$ cat src/hdl/i2cm_pkg.sv
// shared types and constants for the i2c master transaction engine
// no dependencies; imported by every module of the block
`default_nettype none

package i2cm_pkg;

  // default byte queue depth for the top level parameter
  localparam int QUEUE_DEPTH_DEF = 32;

  // request queue between front and back
  localparam int CMD_FIFO_DEPTH = 2;
  localparam int CMD_PTR_W      = $clog2(CMD_FIFO_DEPTH);
  localparam int CMD_CNT_W      = $clog2(CMD_FIFO_DEPTH + 1);

  // bus timing register
  localparam int          PERIOD_W          = 16;
  localparam logic [15:0] HALF_PERIOD_RESET = 16'd10;
  localparam int          CFG_ADDR_W        = 3;
  localparam int          CFG_INDEX_W       = CFG_ADDR_W - 2;
  localparam logic [CFG_INDEX_W-1:0] REG_HALF_PERIOD = '0;

  localparam int BITS_PER_BYTE = 8;

  typedef enum logic [1:0] {
    OP_TICK  = 2'd0,
    OP_PUSH  = 2'd1,
    OP_WRITE = 2'd2,
    OP_READ  = 2'd3
  } op_t;

  typedef enum logic [1:0] {
    STAT_OK     = 2'd0,
    STAT_NACK   = 2'd1,
    STAT_REJECT = 2'd2
  } status_t;

  typedef enum logic [4:0] {
    ST_IDLE,
    ST_S_SDA_HI,
    ST_S_SCL_HI,
    ST_S_SDA_LO,
    ST_S_SCL_LO,
    ST_T_SETUP,
    ST_T_SCL_HI,
    ST_T_SCL_LO,
    ST_A_SCL_HI,
    ST_A_SCL_LO,
    ST_R_SCL_HI,
    ST_R_SCL_LO,
    ST_K_SETUP,
    ST_K_SCL_HI,
    ST_K_SCL_LO,
    ST_P_SDA_LO,
    ST_P_SCL_HI,
    ST_P_SDA_HI
  } step_t;

  typedef enum logic [2:0] {
    SEC_ADDR_W,
    SEC_REG,
    SEC_DATA,
    SEC_ADDR_R,
    SEC_RECV
  } section_t;

  // classified request as held in the queue
  typedef struct packed {
    op_t        op;
    logic [6:0] addr;
    logic [5:0] regc;
    logic [5:0] datc;
    logic [6:0] xfer_len;
    logic [7:0] value;
    logic       sda;
  } cmd_t;

  // one result request
  typedef struct packed {
    logic       scl;
    logic       sda;
    logic       drv;
    logic [7:0] read_byte;
    logic       read_valid;
    logic       done;
    status_t    status;
    logic       busy;
  } result_t;

endpackage

`default_nettype wire

$ cat src/hdl/i2cm_front.sv
// front end: accepts requests, classifies them and queues them for the sequencer
// depends on i2cm_pkg
`default_nettype none

module i2cm_front (
  input  wire logic             clk,
  input  wire logic             rst,
  input  wire logic             in_valid,
  output logic                  in_ready,
  input  wire logic [1:0]       operation,
  input  wire logic [6:0]       slave_address,
  input  wire logic [5:0]       reg_count,
  input  wire logic [5:0]       data_count,
  input  wire logic [7:0]       byte_value,
  input  wire logic             sda_in,
  output logic                  cmd_valid,
  output i2cm_pkg::cmd_t        cmd,
  input  wire logic             cmd_pop
);
  import i2cm_pkg::*;

  cmd_t                 fifo_mem [CMD_FIFO_DEPTH];
  logic [CMD_PTR_W-1:0] wr_ptr;
  logic [CMD_PTR_W-1:0] rd_ptr;
  logic [CMD_CNT_W-1:0] count;
  logic [CMD_CNT_W-1:0] count_next;
  cmd_t                 cmd_in;
  logic                 push;

  // classify the incoming request
  always_comb begin
    cmd_in.op       = op_t'(operation);
    cmd_in.addr     = slave_address;
    cmd_in.regc     = reg_count;
    cmd_in.datc     = data_count;
    cmd_in.xfer_len = {1'b0, reg_count} + {1'b0, data_count};
    cmd_in.value    = byte_value;
    cmd_in.sda      = sda_in;
  end

  assign in_ready  = (count != CMD_CNT_W'(CMD_FIFO_DEPTH));
  assign push      = in_valid && in_ready;
  assign cmd_valid = (count != '0);
  assign cmd       = fifo_mem[rd_ptr];

  // fill count
  always_comb begin
    case ({push, cmd_pop})
      2'b10:   count_next = count + CMD_CNT_W'(1);
      2'b01:   count_next = count - CMD_CNT_W'(1);
      default: count_next = count;
    endcase
  end

  // queue pointers, depth is a power of two so they wrap on their own
  always_ff @(posedge clk) begin
    if (rst) begin
      wr_ptr <= '0;
      rd_ptr <= '0;
      count  <= '0;
    end else begin
      count <= count_next;
      if (push) begin
        wr_ptr <= wr_ptr + CMD_PTR_W'(1);
      end
      if (cmd_pop) begin
        rd_ptr <= rd_ptr + CMD_PTR_W'(1);
      end
    end
  end

  // queue storage
  always_ff @(posedge clk) begin
    if (push) begin
      fifo_mem[wr_ptr] <= cmd_in;
    end
  end

endmodule

`default_nettype wire

$ cat src/hdl/i2cm_back.sv
// back end: byte queue memory, bus phase sequencer and result register
// depends on i2cm_pkg
`default_nettype none

module i2cm_back #(
  parameter int QUEUE_DEPTH = i2cm_pkg::QUEUE_DEPTH_DEF
) (
  input  wire logic                            clk,
  input  wire logic                            rst,
  input  wire logic                            cmd_valid,
  input  wire i2cm_pkg::cmd_t                  cmd,
  output logic                                 cmd_pop,
  input  wire logic [i2cm_pkg::PERIOD_W-1:0]   half_period_ticks,
  output logic                                 res_valid,
  input  wire logic                            res_ready,
  output i2cm_pkg::result_t                    res
);
  import i2cm_pkg::*;

  localparam int AW = $clog2(QUEUE_DEPTH);
  localparam int PW = $clog2(QUEUE_DEPTH + 1);
  localparam int CW = (PW > 7) ? PW : 7;

  // byte queue memory
  logic [7:0]    byte_queue [QUEUE_DEPTH];
  logic [7:0]    rd_data;
  logic          mem_we;
  logic [AW-1:0] wr_addr;

  // sequencer state
  step_t                step, step_next;
  section_t             section, section_next;
  logic [PERIOD_W-1:0]  phase_counter, phase_counter_next;
  logic [3:0]           bit_index, bit_index_next;
  logic [7:0]           shift_register, shift_register_next;
  logic [5:0]           byte_index, byte_index_next;
  logic [6:0]           target_address, target_address_next;
  logic                 is_read, is_read_next;
  logic [5:0]           register_bytes, register_bytes_next;
  logic [5:0]           data_bytes, data_bytes_next;
  logic                 scl, scl_next;
  logic                 sda, sda_next;
  logic                 drv, drv_next;
  logic                 slave_nack, slave_nack_next;
  logic [PW-1:0]        queue_fill, queue_fill_next;
  logic [PW-1:0]        tx_ptr, tx_ptr_next;

  logic                 fire;
  result_t              res_next;

  assign fire    = cmd_valid && (!res_valid || res_ready);
  assign cmd_pop = fire;

  // next state and result for one request
  always_comb begin
    logic                busy;
    logic [PERIOD_W-1:0] limit;
    logic [PERIOD_W-1:0] pc_inc;
    logic [3:0]          bit_inc;
    logic [5:0]          idx;
    logic                start_ok;
    logic                do_start;
    logic                do_tx;
    logic                do_rx;
    logic                do_stop;
    logic                do_finish;
    logic                take_queue;
    logic                data_check;
    status_t             fin_code;
    logic [7:0]          tx_byte;

    step_next           = step;
    section_next        = section;
    phase_counter_next  = phase_counter;
    bit_index_next      = bit_index;
    shift_register_next = shift_register;
    byte_index_next     = byte_index;
    target_address_next = target_address;
    is_read_next        = is_read;
    register_bytes_next = register_bytes;
    data_bytes_next     = data_bytes;
    scl_next            = scl;
    sda_next            = sda;
    drv_next            = drv;
    slave_nack_next     = slave_nack;
    queue_fill_next     = queue_fill;
    tx_ptr_next         = tx_ptr;
    mem_we              = 1'b0;
    wr_addr             = queue_fill[AW-1:0];

    res_next.read_byte  = '0;
    res_next.read_valid = 1'b0;
    res_next.done       = 1'b0;
    res_next.status     = STAT_OK;

    busy       = (step != ST_IDLE);
    limit      = (half_period_ticks == '0) ? PERIOD_W'(1) : half_period_ticks;
    pc_inc     = phase_counter + PERIOD_W'(1);
    bit_inc    = bit_index + 4'd1;
    idx        = '0;
    start_ok   = 1'b0;
    do_start   = 1'b0;
    do_tx      = 1'b0;
    do_rx      = 1'b0;
    do_stop    = 1'b0;
    do_finish  = 1'b0;
    take_queue = 1'b0;
    data_check = 1'b0;
    fin_code   = STAT_OK;
    tx_byte    = '0;

    if (fire) begin
      if (cmd.op == OP_TICK) begin
        // a tick advances the current phase, and ends it at the limit
        if (busy) begin
          phase_counter_next = pc_inc;
          if (pc_inc >= limit) begin
            phase_counter_next = '0;
            unique case (step)
              ST_S_SDA_HI: begin
                step_next = ST_S_SCL_HI;
                scl_next = 1'b1; sda_next = 1'b1; drv_next = 1'b1;
              end
              ST_S_SCL_HI: begin
                step_next = ST_S_SDA_LO;
                scl_next = 1'b1; sda_next = 1'b0; drv_next = 1'b1;
              end
              ST_S_SDA_LO: begin
                step_next = ST_S_SCL_LO;
                scl_next = 1'b0; sda_next = 1'b0; drv_next = 1'b1;
              end
              ST_S_SCL_LO: begin
                // address byte with the direction bit
                do_tx   = 1'b1;
                tx_byte = {target_address, (section == SEC_ADDR_R)};
              end
              ST_T_SETUP: begin
                step_next = ST_T_SCL_HI;
                scl_next  = 1'b1;
              end
              ST_T_SCL_HI: begin
                step_next = ST_T_SCL_LO;
                scl_next  = 1'b0;
              end
              ST_T_SCL_LO: begin
                shift_register_next = {shift_register[6:0], 1'b0};
                bit_index_next      = bit_inc;
                if (bit_inc < 4'(BITS_PER_BYTE)) begin
                  step_next = ST_T_SETUP;
                  scl_next = 1'b0; sda_next = shift_register[6]; drv_next = 1'b1;
                end else begin
                  step_next = ST_A_SCL_HI;
                  scl_next = 1'b1; sda_next = 1'b1; drv_next = 1'b0;
                end
              end
              ST_A_SCL_HI: begin
                slave_nack_next = cmd.sda;
                step_next = ST_A_SCL_LO;
                scl_next = 1'b0; sda_next = 1'b1; drv_next = 1'b1;
              end
              ST_A_SCL_LO: begin
                // after the acknowledge: finish on a nack, else next byte, repeated start, receive or stop
                if (slave_nack) begin
                  do_finish = 1'b1;
                  fin_code  = STAT_NACK;
                end else begin
                  unique case (section) inside
                    SEC_ADDR_W, SEC_REG: begin
                      idx = (section == SEC_ADDR_W) ? 6'd0 : byte_index + 6'd1;
                      section_next    = SEC_REG;
                      byte_index_next = idx;
                      if (idx < register_bytes) begin
                        take_queue = 1'b1;
                      end else if (is_read) begin
                        section_next = SEC_ADDR_R;
                        do_start     = 1'b1;
                      end else begin
                        section_next    = SEC_DATA;
                        byte_index_next = '0;
                        idx             = '0;
                        data_check      = 1'b1;
                      end
                    end
                    SEC_DATA: begin
                      idx             = byte_index + 6'd1;
                      byte_index_next = idx;
                      data_check      = 1'b1;
                    end
                    default: begin
                      section_next    = SEC_RECV;
                      byte_index_next = '0;
                      do_rx           = 1'b1;
                    end
                  endcase
                  if (data_check) begin
                    if (idx < data_bytes) begin
                      take_queue = 1'b1;
                    end else begin
                      do_stop = 1'b1;
                    end
                  end
                end
              end
              ST_R_SCL_HI: begin
                shift_register_next = {shift_register[6:0], cmd.sda};
                bit_index_next      = bit_inc;
                if (bit_inc >= 4'(BITS_PER_BYTE)) begin
                  res_next.read_byte  = {shift_register[6:0], cmd.sda};
                  res_next.read_valid = 1'b1;
                end
                step_next = ST_R_SCL_LO;
                scl_next = 1'b0; sda_next = 1'b1; drv_next = 1'b0;
              end
              ST_R_SCL_LO: begin
                if (bit_index < 4'(BITS_PER_BYTE)) begin
                  step_next = ST_R_SCL_HI;
                  scl_next = 1'b1; sda_next = 1'b1; drv_next = 1'b0;
                end else begin
                  // acknowledge, or not-acknowledge on the last byte
                  step_next = ST_K_SETUP;
                  scl_next = 1'b0;
                  sda_next = (({1'b0, byte_index} + 7'd1) >= {1'b0, data_bytes});
                  drv_next = 1'b1;
                end
              end
              ST_K_SETUP: begin
                step_next = ST_K_SCL_HI;
                scl_next  = 1'b1;
              end
              ST_K_SCL_HI: begin
                step_next = ST_K_SCL_LO;
                scl_next  = 1'b0;
              end
              ST_K_SCL_LO: begin
                byte_index_next = byte_index + 6'd1;
                if ((byte_index + 6'd1) < data_bytes) begin
                  do_rx = 1'b1;
                end else begin
                  do_stop = 1'b1;
                end
              end
              ST_P_SDA_LO: begin
                step_next = ST_P_SCL_HI;
                scl_next = 1'b1; sda_next = 1'b0; drv_next = 1'b1;
              end
              ST_P_SCL_HI: begin
                step_next = ST_P_SDA_HI;
                scl_next = 1'b1; sda_next = 1'b1; drv_next = 1'b1;
              end
              ST_P_SDA_HI: begin
                do_finish = 1'b1;
                fin_code  = STAT_OK;
              end
              default: begin
                step_next = ST_IDLE;
              end
            endcase
          end
        end
      end else if (busy) begin
        res_next.status = STAT_REJECT;
      end else if (cmd.op == OP_PUSH) begin
        // append a byte to the queue, or reject it when the queue is full
        if (queue_fill < PW'(QUEUE_DEPTH)) begin
          mem_we          = 1'b1;
          queue_fill_next = queue_fill + PW'(1);
        end else begin
          res_next.status = STAT_REJECT;
        end
      end else begin
        // start a transaction after the length checks
        if (cmd.op == OP_READ) begin
          start_ok = (cmd.datc != '0) && (CW'(cmd.regc) <= CW'(queue_fill));
        end else begin
          start_ok = (CW'(cmd.xfer_len) <= CW'(queue_fill));
        end
        if (!start_ok) begin
          res_next.status = STAT_REJECT;
        end else begin
          target_address_next = cmd.addr;
          is_read_next        = (cmd.op == OP_READ);
          register_bytes_next = cmd.regc;
          data_bytes_next     = cmd.datc;
          byte_index_next     = '0;
          phase_counter_next  = '0;
          slave_nack_next     = 1'b0;
          tx_ptr_next         = '0;
          section_next = ((cmd.op == OP_READ) && (cmd.regc == '0)) ? SEC_ADDR_R : SEC_ADDR_W;
          do_start = 1'b1;
        end
      end
    end

    // queued bytes go out in order, the read port is kept one byte ahead
    if (take_queue) begin
      do_tx       = 1'b1;
      tx_byte     = rd_data;
      tx_ptr_next = tx_ptr + PW'(1);
    end

    // phase entry actions
    if (do_start) begin
      step_next = ST_S_SDA_HI;
      sda_next  = 1'b1;
      drv_next  = 1'b1;
    end
    if (do_tx) begin
      shift_register_next = tx_byte;
      bit_index_next      = '0;
      step_next           = ST_T_SETUP;
      scl_next            = 1'b0;
      sda_next            = tx_byte[7];
      drv_next            = 1'b1;
    end
    if (do_rx) begin
      shift_register_next = '0;
      bit_index_next      = '0;
      step_next           = ST_R_SCL_HI;
      scl_next = 1'b1; sda_next = 1'b1; drv_next = 1'b0;
    end
    if (do_stop) begin
      step_next = ST_P_SDA_LO;
      scl_next = 1'b0; sda_next = 1'b0; drv_next = 1'b1;
    end
    if (do_finish) begin
      step_next       = ST_IDLE;
      queue_fill_next = '0;
      res_next.done   = 1'b1;
      res_next.status = fin_code;
    end

    res_next.scl  = scl_next;
    res_next.sda  = sda_next;
    res_next.drv  = drv_next;
    res_next.busy = (step_next != ST_IDLE);
  end

  // sequencer state register
  always_ff @(posedge clk) begin
    if (rst) begin
      step           <= ST_IDLE;
      section        <= SEC_ADDR_W;
      phase_counter  <= '0;
      bit_index      <= '0;
      shift_register <= '0;
      byte_index     <= '0;
      target_address <= '0;
      is_read        <= 1'b0;
      register_bytes <= '0;
      data_bytes     <= '0;
      scl            <= 1'b1;
      sda            <= 1'b1;
      drv            <= 1'b1;
      slave_nack     <= 1'b0;
      queue_fill     <= '0;
      tx_ptr         <= '0;
    end else begin
      step           <= step_next;
      section        <= section_next;
      phase_counter  <= phase_counter_next;
      bit_index      <= bit_index_next;
      shift_register <= shift_register_next;
      byte_index     <= byte_index_next;
      target_address <= target_address_next;
      is_read        <= is_read_next;
      register_bytes <= register_bytes_next;
      data_bytes     <= data_bytes_next;
      scl            <= scl_next;
      sda            <= sda_next;
      drv            <= drv_next;
      slave_nack     <= slave_nack_next;
      queue_fill     <= queue_fill_next;
      tx_ptr         <= tx_ptr_next;
    end
  end

  // byte queue: one write port, registered read at the transmit pointer
  always_ff @(posedge clk) begin
    if (mem_we) begin
      byte_queue[wr_addr] <= cmd.value;
    end
    rd_data <= byte_queue[tx_ptr[AW-1:0]];
  end

  // result register
  always_ff @(posedge clk) begin
    if (rst) begin
      res_valid <= 1'b0;
    end else if (fire) begin
      res_valid <= 1'b1;
    end else if (res_ready) begin
      res_valid <= 1'b0;
    end
  end

  always_ff @(posedge clk) begin
    if (fire) begin
      res <= res_next;
    end
  end

endmodule

`default_nettype wire

$ cat src/hdl/i2c_master_transaction_engine.sv
// top level of the i2c master transaction engine: timing register port,
// front end, request queue and sequencer; depends on i2cm_pkg, i2cm_front, i2cm_back
//
// Usage: each input request is an operation (tick, queue byte, start write,
// start read) with its fields; every request gives exactly one result with
// the bus line levels after it, any received byte, the done flag, status and
// busy. Both channels use valid/ready. Ticks pace the bus: one bus phase
// lasts half_period_ticks ticks (0 behaves as 1), set through the register
// at byte address 0 of the APB port while the block is idle.
// Throughput is one request per clock while the result channel is not
// stalled. A request is written into the two-entry request queue and then
// stepped by the sequencer in the back end into the result register, from
// which its result is offered. When the receiver stalls the result holds,
// the queue fills and in_ready drops after two more requests.
// Reset clears the sequencer to idle, empties the byte queue count and the
// request queue, and drives both bus lines high; half_period_ticks returns
// to 10. The byte memory needs no clearing pass.
`default_nettype none

module i2c_master_transaction_engine #(
  parameter int QUEUE_DEPTH = i2cm_pkg::QUEUE_DEPTH_DEF
) (
  input  wire logic                              clk,
  input  wire logic                              rst,
  // configuration port
  input  wire logic                              psel,
  input  wire logic                              penable,
  input  wire logic                              pwrite,
  input  wire logic [i2cm_pkg::CFG_ADDR_W-1:0]   paddr,
  input  wire logic [31:0]                       pwdata,
  output logic [31:0]                            prdata,
  output logic                                   pready,
  // request channel
  input  wire logic                              in_valid,
  output logic                                   in_ready,
  input  wire logic [1:0]                        operation,
  input  wire logic [6:0]                        slave_address,
  input  wire logic [5:0]                        reg_count,
  input  wire logic [5:0]                        data_count,
  input  wire logic [7:0]                        byte_value,
  input  wire logic                              sda_in,
  // result channel
  output logic                                   out_valid,
  input  wire logic                              out_ready,
  output logic                                   scl_level,
  output logic                                   sda_level,
  output logic                                   sda_drive,
  output logic [7:0]                             read_byte,
  output logic                                   read_valid,
  output logic                                   done_res,
  output logic [1:0]                             status,
  output logic                                   busy_res
);
  import i2cm_pkg::*;

  logic [PERIOD_W-1:0]    half_period_ticks;
  logic [CFG_INDEX_W-1:0] cfg_index;
  logic                   cfg_write;
  logic                   cmd_valid;
  logic                   cmd_pop;
  cmd_t                   cmd;
  result_t                res;

  // timing register
  assign pready    = 1'b1;
  assign cfg_index = paddr[CFG_ADDR_W-1:2];
  assign cfg_write = psel && penable && pwrite && pready;

  always_ff @(posedge clk) begin
    if (rst) begin
      half_period_ticks <= HALF_PERIOD_RESET;
    end else if (cfg_write && (cfg_index == REG_HALF_PERIOD)) begin
      half_period_ticks <= pwdata[PERIOD_W-1:0];
    end
  end

  always_comb begin
    if (cfg_index == REG_HALF_PERIOD) begin
      prdata = {{(32 - PERIOD_W){1'b0}}, half_period_ticks};
    end else begin
      prdata = '0;
    end
  end

  i2cm_front u_front (
    .clk           (clk),
    .rst           (rst),
    .in_valid      (in_valid),
    .in_ready      (in_ready),
    .operation     (operation),
    .slave_address (slave_address),
    .reg_count     (reg_count),
    .data_count    (data_count),
    .byte_value    (byte_value),
    .sda_in        (sda_in),
    .cmd_valid     (cmd_valid),
    .cmd           (cmd),
    .cmd_pop       (cmd_pop)
  );

  i2cm_back #(
    .QUEUE_DEPTH (QUEUE_DEPTH)
  ) u_back (
    .clk               (clk),
    .rst               (rst),
    .cmd_valid         (cmd_valid),
    .cmd               (cmd),
    .cmd_pop           (cmd_pop),
    .half_period_ticks (half_period_ticks),
    .res_valid         (out_valid),
    .res_ready         (out_ready),
    .res               (res)
  );

  // result fields
  assign scl_level  = res.scl;
  assign sda_level  = res.sda;
  assign sda_drive  = res.drv;
  assign read_byte  = res.read_byte;
  assign read_valid = res.read_valid;
  assign done_res   = res.done;
  assign status     = res.status;
  assign busy_res   = res.busy;

  // a finished transaction leaves the engine idle
  assert property (@(posedge clk) disable iff (rst)
    out_valid && done_res |-> !busy_res)
    else $error("transaction ended but engine still busy");

  // a received byte is reported with the data line released and clock low
  assert property (@(posedge clk) disable iff (rst)
    out_valid && read_valid |-> !sda_drive && !scl_level)
    else $error("read byte reported outside a receive phase");

  // a rejected request never ends a transaction
  assert property (@(posedge clk) disable iff (rst)
    out_valid && (status == STAT_REJECT) |-> !done_res)
    else $error("rejected request flagged as done");

  // a full request queue always holds a request to pop
  assert property (@(posedge clk) disable iff (rst)
    !in_ready |-> cmd_valid)
    else $error("request queue full but nothing to pop");

endmodule

`default_nettype wire
$ cat config.mk
export PLATFORM = sky130hd
export DESIGN_NAME = i2c_master_transaction_engine
export DESIGN_NICKNAME = d
export VERILOG_FILES = /design/src/hdl/i2cm_pkg.sv /design/src/hdl/i2cm_front.sv /design/src/hdl/i2cm_back.sv /design/src/hdl/i2c_master_transaction_engine.sv
export SDC_FILE = /design/constraint.sdc
export NUM_CORES = 1
export LEC_CHECK = 0
export BUFFER_PORTS_ARGS = -buffer_cell sky130_fd_sc_hd__buf_2
export CORE_MARGIN = 3
export CORE_UTILIZATION = 35
export CTS_BUF_LIST = sky130_fd_sc_hd__clkbuf_8
export DETAILED_ROUTE_END_ITERATION = 8
export GPL_TIMING_DRIVEN = 0
export HOLD_SLACK_MARGIN = 0.05
export PLACE_DENSITY_LB_ADDON = 0.05
export SLEW_MARGIN = 20
export SYNTH_ARGS = -nofsm -noshare
export SYNTH_HDL_FRONTEND = slang
export SYNTH_SLANG_ARGS = --single-unit
$ cat constraint.sdc
create_clock -name clk -period 4.29 [get_ports clk]
set_clock_uncertainty 0.05 [all_clocks]
set_input_delay 0.6435 -clock clk [delete_from_list [all_inputs] [get_ports clk]]
set_output_delay 0.6435 -clock clk [all_outputs]
set_load 0.03 [all_outputs]
# Word-level counts from Yosys, hierarchy flattened
# Memories as Yosys holds them, arrays and structs flattened. A register that Yosys moved wholly into a read port is not among the register bits.
# Index checks and enable logic that the tools add are counted.
# totals
wordCells	339
in_bits	72
regBits	114
memories	2
out_inout_bits	51
mem_bits_rw	330
# mem_list
name	depth	width	rd	rd_ports_with_merged_regs	write_ports	line	text
u_back.byte_queue	32	8	1	1	1	i2cm_back.sv:25	logic [7:0] byte_queue [QUEUE_DEPTH];
u_front.fifo_mem	2	37	1	1	1	i2cm_front.sv:22	cmd_t fifo_mem [CMD_FIFO_DEPTH];
# classes
eq_ne	38
n_bitwise	4
n_mux	194
magnitude_cmp	11
reduce_logical	50
add_sub_neg	11
# op_table
op	n
$mux W16	8
$mux W1	113
$mux W6	18
$pmux W5 S14	1
$mux W8	6
$mux W5	9
$eq A5 B4 Y1 const B	8
$mux W7	5
$reduce_and A5 Y1	7
$mux W3	11
$pmux W6 S2	2
$eq A5 B3 Y1 const B	4
$mux W2	10
$ne A2 B2 Y1 const B	10
$reduce_bool A2 Y1	10
$add A6 B1 Y6 const B	3
$lt A6 B6 Y1	3
$add A16 B1 Y16 const B	1
$ge A16 B16 Y1	1
$logic_not A16 Y1	1
$pmux W7 S2	1
$pmux W1 S4	3
$reduce_or A6 Y1	2
$eq A5 B2 Y1 const B	2
other kinds (42)	69

# Longest topological paths before layout
# Gate-level depths: netlist of the first run.
# depth
word_depth	26
ltp_mapped	21
depth_no_buf	19

# By module
# Synthesis of the first run repeated with hierarchy kept, for this count alone.
# unflattened
hier_cells	1488
area_unflattened_um2	20487.1
# by_module_without_submodules
module	instances	area_each_um2	cells_per_inst	seq_area_each_um2
i2cm_back	1	16395.7	1216	9869.5
i2cm_front	1	3114.2	166	2322.2
i2c_master_transaction_engine	1	977.2	106	320.3

# Least setup slack after synthesis of the first run
# No wires, ideal clock.
# synth_path
path_kind	register to register
from	register u_back.byte_index[0]
to	register u_back.res[0] (netlist name)
period_less_slack_ps	4631
t_required_ps	3956
path_stages_with_launch	21
path_slack_ps	-341
setup_ps	284
t_arrival_ps	4297
path_buffers	1
path_cell_list	dfxtp_1 ha_1 nand3_1 xor2_1 nor2_1 ha_1 nand2_1 o21ai_0 a2111oi_0 nor3_1 nor2_1 ha_1 nand4_1 nor2_1 a2111oi_2 o31ai_2 or3_1 buf_2 nand2_1 a2111oi_2 a41oi_1
# synth_rtl
item	line	text
start, declared	i2cm_back.sv:36	logic [5:0] byte_index, byte_index_next;
start signal, assigned	i2cm_back.sv:363	byte_index <= byte_index_next;

==> results of run 1 <==
-- logic make-up after synthesis --
family,synth area share
multiplexers,0.122
other,0.000371
AO/OA/AOI/OAI,0.0789
adder cells (fa/ha/maj),0.0393
flip-flops,0.618
buffers and inverters,0.0314
AND/OR/NAND/NOR,0.0955
XOR/XNOR,0.0147
-- area by class of cell --
class | count | area, um2
inverters | 58 | 218
clock inverters | 62 | 353
multi-input cells | 889 | 7950
well taps | 756 | 946
repair buffers | 150 | 975
diodes | 2 | 5.00
fillers | 5352 | 32200
flip-flops and latches | 452 | 12500
clock buffers | 85 | 1170
plain buffers | 84 | 462
-- report_power, final --
group / total [uW] / switching, uW / leakage, uW / internal (uW)
clock network: 3830 / 1850 / 0.000866 / 1980
registers: 5390 / 111 / 0.00401 / 5280
logic: 2330 / 1590 / 0.00356 / 736
-- timing repair --
item	CTS	global route
hold buffers	6	0
setup endpoints to repair	92	282
endpoints found under the hold margin	12	0
gates resized for setup	113	93
pin swaps	53	25
cloned	0	1
setup buffers	33	22
-- routing by layer --
| layer | up-vias | track usage | routed length [um] |
|---|---|---|---|
| li1 | 6089 | - | - |
| met1 | 6527 | 0.251 | 25400 |
| met2 | 306 | 0.295 | 26500 |
| met3 | 111 | 0.0372 | 2480 |
| met4 | 0 | 0.0696 | 1780 |
| met5 | - | 0 | 0 |
-- worst reg2reg max path, delay by kind of cell (launching register included) --
kind	cells	cell delay (ps)
XOR/XNOR	1	230
AO/OA/AOI/OAI	6	1190
adder cells (fa/ha/maj)	3	790
buffers and inverters	1	150
AND/OR/NAND/NOR	9	1350
flip-flops	1	380
-- cell usage in the layout, fill, tap and decap left out, drive strengths merged, types with 17 or more instances in the layout --
cell / synthesis / final
edfxtp: 346 / 346
buf: 35 / 181
nor2: 154 / 154
clkbuf: 54 / 132
dfxtp: 106 / 106
inv: 57 / 84
mux4: 80 / 80
nand2: 80 / 80
a21oi: 71 / 71
ha: 62 / 62
mux2i: 38 / 38
o21ai: 34 / 34
clkinv: 1 / 32
nand3: 31 / 31
mux2: 26 / 26
a211oi: 26 / 26
xnor2: 21 / 21
nor3: 19 / 19
nand2b: 17 / 17
conb: 2 / 17
-- flip-flops by register name, indices dropped and copies added, names as in the netlist, 6 cells and up, named ones only --
| signal | count |
|---|---|
| half_period_ticks | 16 |
| u_front.fifo_mem | 74 |
| u_back.res | 16 |
| u_back.byte_queue | 256 |
| u_back.phase_counter | 16 |
| u_back.queue_fill | 6 |
| u_back.byte_index | 6 |
| u_back.register_bytes | 6 |
| u_back.data_bytes | 6 |
| u_back.target_address | 7 |
| u_back.shift_register | 7 |
| u_back.rd_data | 8 |
-- metrics by stage --
stage,instances,setup WS [ps],setup TNS [ps],area (um2)
3_5_place_dp,2332,-1830,-106810,21800
4_1_cts,2514,-165,-1400,24100
6_report,2538,-113,-716,24600
5_1_grt,2538,-311,-4480,24600
2_1_floorplan,1488,15.1,0,20300
3_3_place_gp,2330,-1810,-107130,21700
-- final timing paths --
| path | start | to | slack [ps] |
|---|---|---|---|
| worst min register to register | half_period_ticks[11] | half_period_ticks[11] | 420 |
| worst max register to register | u_back.byte_index[1] | u_back.res[0] | -110 |
| worst max-delay path | u_back.byte_index[1] | u_back.res[0] | -110 |
| worst min-delay path | slave_address[3] | u_front.fifo_mem[0][31] | 120 |
==> metrics.md, run 1 <==
| Metric | Value |
|---|---|
| Outcome | finished with violations |
| Failing checks | setup timing |
| Vias | 13033 |
| H-tree levels | 3 |
| CP delay by family, top | simple AND/OR/NAND/NOR gates |
| RSZ-0062 raised after global routing | true |
| Number of remaining DRC errors | 0 |
| Worst slew pin tran | 1010 ps |
| Final net count | about 1900 |
| Synth cell types | 78 |
| Largest cells by area after synthesis | edfxtp_1, dfxtp_1, mux4_2, ha_1, nor2_1 |
| CP endpoint kind | register |
| Top-count cell post-synth | edfxtp_1 |
| CP most frequent cell | a2111oi_4 |
| Area Overhead vs Synth | 21.5% |
| Cell depth of the worst setup path | 20 |
| Fraction of registers with async set/reset | 0 |
| Post-DR vias/cell | 5.14 |
| Max-slew violations | 0 |
| Mapped Cells | 1473 |
| Die H | 247 um |
| Vias in the first global route | 13105 |
| Max incr delay on CP | 390 ps |
| Post-synthesis sequential area ratio | 0.618 |
| Worst-Skew Late Latency | 660 ps |
| Hold Crit Depth | 1 |
| Final Core Density | 0.433 |
| Yosys warnings | 0 |
| Overflow after GRT | 0 |
| Number of buffers created by CTS | 81 |
| Power per Cell Area | 469 mW/mm2 |
| CTS sink cnt | about 450 |
| Crit path required time | 4600 ps |
| Die Area | 0.0608 mm2 |
| Leak | 0.00843 uW |
| Root buffer cell | clkbuf_8 |
| Total GRT Usage | 0.185 |
| Initial core utilization | 0.356 |
| Final hold vios | 0 |
| Startpoint class of the critical path | register |
| Max-slew headroom | 0.326 |
| Post-layout min period | 4400 ps |
| Layout cells sized above 1 | 0.300 |
| Setup WS post-layout | -113 ps |
| Antenna violations before repair | 1 |
| Avg Cell Area, Syn | 13.8 um2 |
| Drt total wl | around 56000 um |
| Ports | 123 |
| Wire per inst | 22.1 um |
| Port Buffers | 86 |
| Total power | 11500 uW |
| Crit Path Max Fanout | 6 |
| Ys flop type | edfxtp_1 |
| First-pass GRT wire length | 83000 um |
| Final setup vio count | 12 |
| Die Wd | about 250 um |
| Max cap viols | 0 |
| Synth Register Bits | between 400 and 500 |
| Worst reg2reg path depth | 20 |
| Dominant cell type by area after synthesis | edfxtp_1 |
| Core ar. | around 0.057 mm2 |
| Rows | 87 |
| Final worst-path cycle share | 1.03 |
| Crit-path slowest cell | o31ai_4 |
| Tightest Hold Check Type | in -> reg |
| 1st-iter DRT viols | around 830 |
| Clock-pin slew on the worst setup and hold paths | 60 ps |
| CTS Buffer Depth | 3 |
| Worst Path Arrival | 4710 ps |
| Largest net degree at the start of global routing | 33 |
| CP Cell Sequence | ha_4 -> nand3_4 -> xor2_4 -> nor2_1 -> ha_1 -> nand2_4 -> o21ai_4 -> a2111oi_4 -> nor3_4 -> nor2_1 -> ha_1 -> nand4_1 -> nor2_4 -> a2111oi_4 -> o31ai_4 -> or3_1 -> buf_6 -> nand2_8 -> a2111oi_4 -> a41oi_2 |
| Global placer's final weighted congestion | 0.880 |
| Crit Path Class | reg -> reg |
| Hold Worst Slack | 123 ps |
| Routed Antenna Nets | 0 |
| CTS tree | yes |
| EDFF count, synth | between 300 and 400 |
| Synthesized cell area | 0.0203 mm2 |
| Detailed Routing Iterations Pass 1 | 5 |
| Fmax | ~0.23 GHz |
| Worst path bufs/invs | 1 |
| Worst VDD drop | 0.000374 V |
| Area share of the largest cell type after synthesis | 0.513 |
| Top post-synthesis cells by count | edfxtp_1, nor2_1, dfxtp_1 |
| HPWL after detailed placement | ~38000 um |
No activity file was read; power rests on OpenSTA's default activity.
==> inputs of run 2 (changes only) <==
- CTS_BUF_LIST: sky130_fd_sc_hd__clkbuf_8 -> sky130_fd_sc_hd__clkbuf_16
==> run 2 against run 1 <==
  * The run still ends with setup timing left
  * Largest power group unchanged
  * Highest routed layer unchanged
  * Via count down 2.0%
  * Combinational power is essentially flat
  * First-iteration DRC count is 18% higher
  * Clock power grew 6.5%
==> metrics.md, run 2 (same netlist as run 1, synthesis figures left out) <==
| Metric | Value |
|---|---|
| Antenna cells | 0 |
| Largest net degree at the start of global routing | 33 |
| Core ar. | 0.0568 mm2 |
| Power per Cell Area | 479 mW/mm2 |
| Finished layout cell area | 0.0246 mm2 |
| Commonest non-fill, non-tap cell in the layout | edfxtp_1 |
| Hold endpoint | u_front.fifo_mem[0][2] |
| Worst reg2reg path depth | 21 |
| Area Overhead vs Synth | 21.5% |
| 1st-iter DRT viols | ~980 |
| Reg2reg start | u_back.byte_index[1] |
| Hold Worst Slack | between 150 and 200 ps |
| Failing checks | setup timing |
| Outcome | finished with violations |
| Global placer's final weighted congestion | 0.880 |
| CTS sink cnt | around 450 |
| H-tree levels | 2 |
| CTS tree | yes |
| Fin Setup TNS | -1160 ps |
| Hold_sp | byte_value[1] |
| Hold Crit Depth | 1 |
| Post-layout min period | 4430 ps |
| Final net count | 1816 |
| Max-slew headroom | 0.344 |
| Dpl cell area | 0.0218 mm2 |
| Vias | ~13000 |
| Clock-pin slew on the worst setup and hold paths | 60 ps |
| Drt total wl | roughly 56000 um |
| Die Wd | 247 um |
| RR Endpoint | u_back.shift_register[1] |
| First-pass GRT wire length | 82400 um |
| RSZ-0062 raised after global routing | true |
| Die H | between 200 and 250 um |
| Root buffer cell | clkbuf_16 |
| Post-DR vias/cell | about 5.2 |
| Final setup vio count | 12 |
| Setup WS pre-CTS | -1830 ps |
| Number of buffers created by CTS | 50 |
| Ports | roughly 120 |
| Biggest register | u_back.byte_queue |
| Leak | 0.00836 uW |
| Detailed Routing Iterations Pass 1 | 6 |
| Most frequent cells in the layout | edfxtp_1, nor2_1, buf_2 |
| Worst-Skew Late Latency | around 610 ps |
| Hold Buf Count CTS | 0 |
| Worst Path Arrival | approximately 5000 ps |
| Fmax | 0.226 GHz |
| Crit Path Class | reg -> reg |
| Max FFs per register | 256 |
| Setup WS post-layout | -138 ps |
| Worst slew pin tran | 983 ps |
| Largest registers | u_back.byte_queue x256, u_front.fifo_mem x74 |
| Port Buffers | 86 |
| Routed Antenna Nets | 0 |
| Final hold vios | 0 |
| Die Area | 0.0608 mm2 |
| Overflow after GRT | 0 |
| CTS Buffer Depth | 3 |
| HPWL after detailed placement | 38000 um |
| Number of remaining DRC errors | 0 |
| Worst VDD drop | 0.000365 V |
| Startpoint class of the critical path | register |
| Max cap viols | 0 |
| Initial core utilization | 0.356 |
| Wire per inst | 22.4 um |
| Rows | 87 |
| Total power | 11800 uW |
| Vias in the first global route | between 10000 and 15000 |
| Antenna violations before repair | 0 |
| CP endpoint kind | register |
| Tightest Hold Check Type | in -> reg |
| Worst R2R Setup Slack | -140 ps |
| Layout cells sized above 1 | 0.288 |
| Final worst-path cycle share | 1.03 |
| Max-slew violations | 0 |
| Total GRT Usage | 0.183 |
| Crit Path Max Fanout | 7 |
| Crit path required time | 4760 ps |
## run 2: cell types whose count changed in the layout (fill, tap and decap cells not counted), moves of 3 or more
cell / before / now
clkinv_1: 20 / 15
buf_6: 11 / 7
inv_1: 79 / 68
nor2_2: 31 / 34
clkbuf_16: 0 / 52
dlygate4sd3_1: 6 / 0
and3_2: 5 / 2
clkbuf_8: 85 / 1
## run 2: how the worst max path moves through the flow
| stage | startpoint | to | slack [ps] | cells after the start |
|---|---|---|---|---|
| after floorplan | u_back.phase_counter[0] | u_back.res[0] | 20 | 18 |
| final | u_back.byte_index[1] | u_back.shift_register[1] | -140 | 21 |
| after CTS | u_back.byte_index[1] | u_back.res[0] | -170 | 20 |
| after detailed placement | register | u_back.res[14] | -1830 | 13 |
| after global placement | register | u_back.res[14] | -1810 | 13 |
| after global routing | u_back.section[0] | u_back.res[0] | -340 | 18 |
## run 2: critical path, stage by stage, from the launching register on
cell	delay (ps)
dfxtp_4	370
ha_4	170
nand3_4	110
xor2_4	200
nor2_1	70
ha_1	330
nand2_4	110
nor2_4	50
a2111oi_4	420
nor3_4	110
nor2_1	120
ha_1	250
nand4_1	210
nor2_4	80
a2111oi_4	360
o31ai_4	140
or3_1	400
buf_6	150
buf_4	140
clkbuf_16	150
a211o_1	250
a21oi_1	110
## run 2: repair_timing
| action | CTS | global route |
|---|---|---|
| resized for setup | 110 | 84 |
| hold endpoints to repair | 0 | 0 |
| cloned | 0 | 2 |
| buffers inserted | 30 | 26 |
| setup endpoints to repair | 92 | 279 |
| pin swaps | 45 | 40 |
## run 2: cell type report
cell class              count  area (um2)
plain buffers              85         464
clock buffers              51        1280
clock inverters            43         290
fillers                  5290       32200
inverters                  58         218
multi-input cells         889        7940
flip-flops and latches    452       12500
well taps                 756         946
repair buffers            145         932
## run 2: per-stage QoR
step / cells / utilization
after floorplan: 1488 / -
final: 2479 / 0.433
after CTS: 2452 / 0.424
after detailed placement: 2332 / 0.383
after global placement: 2330 / 0.382
after global routing: 2479 / 0.433
## run 2: metal layers
layer | vias up | routed length [um] | track usage | part of all wire
met1 | 6433 | 25400 | 0.252 | 0.46
met2 | 253 | 26500 | 0.299 | 0.48
li1 | 5995 | - | - | -
met4 | 0 | 1580 | 0.0587 | 0.028
met3 | 89 | 2080 | 0.0279 | 0.037
met5 | - | 0 | 0 | 0
## run 2: power by group
| group | switching (uW) | internal, uW |
|---|---|---|
| combinational | 1580 | 732 |
| sequential | 110 | 5270 |
| clock | 1790 | 2290 |
| total | 3480 | 8290 |
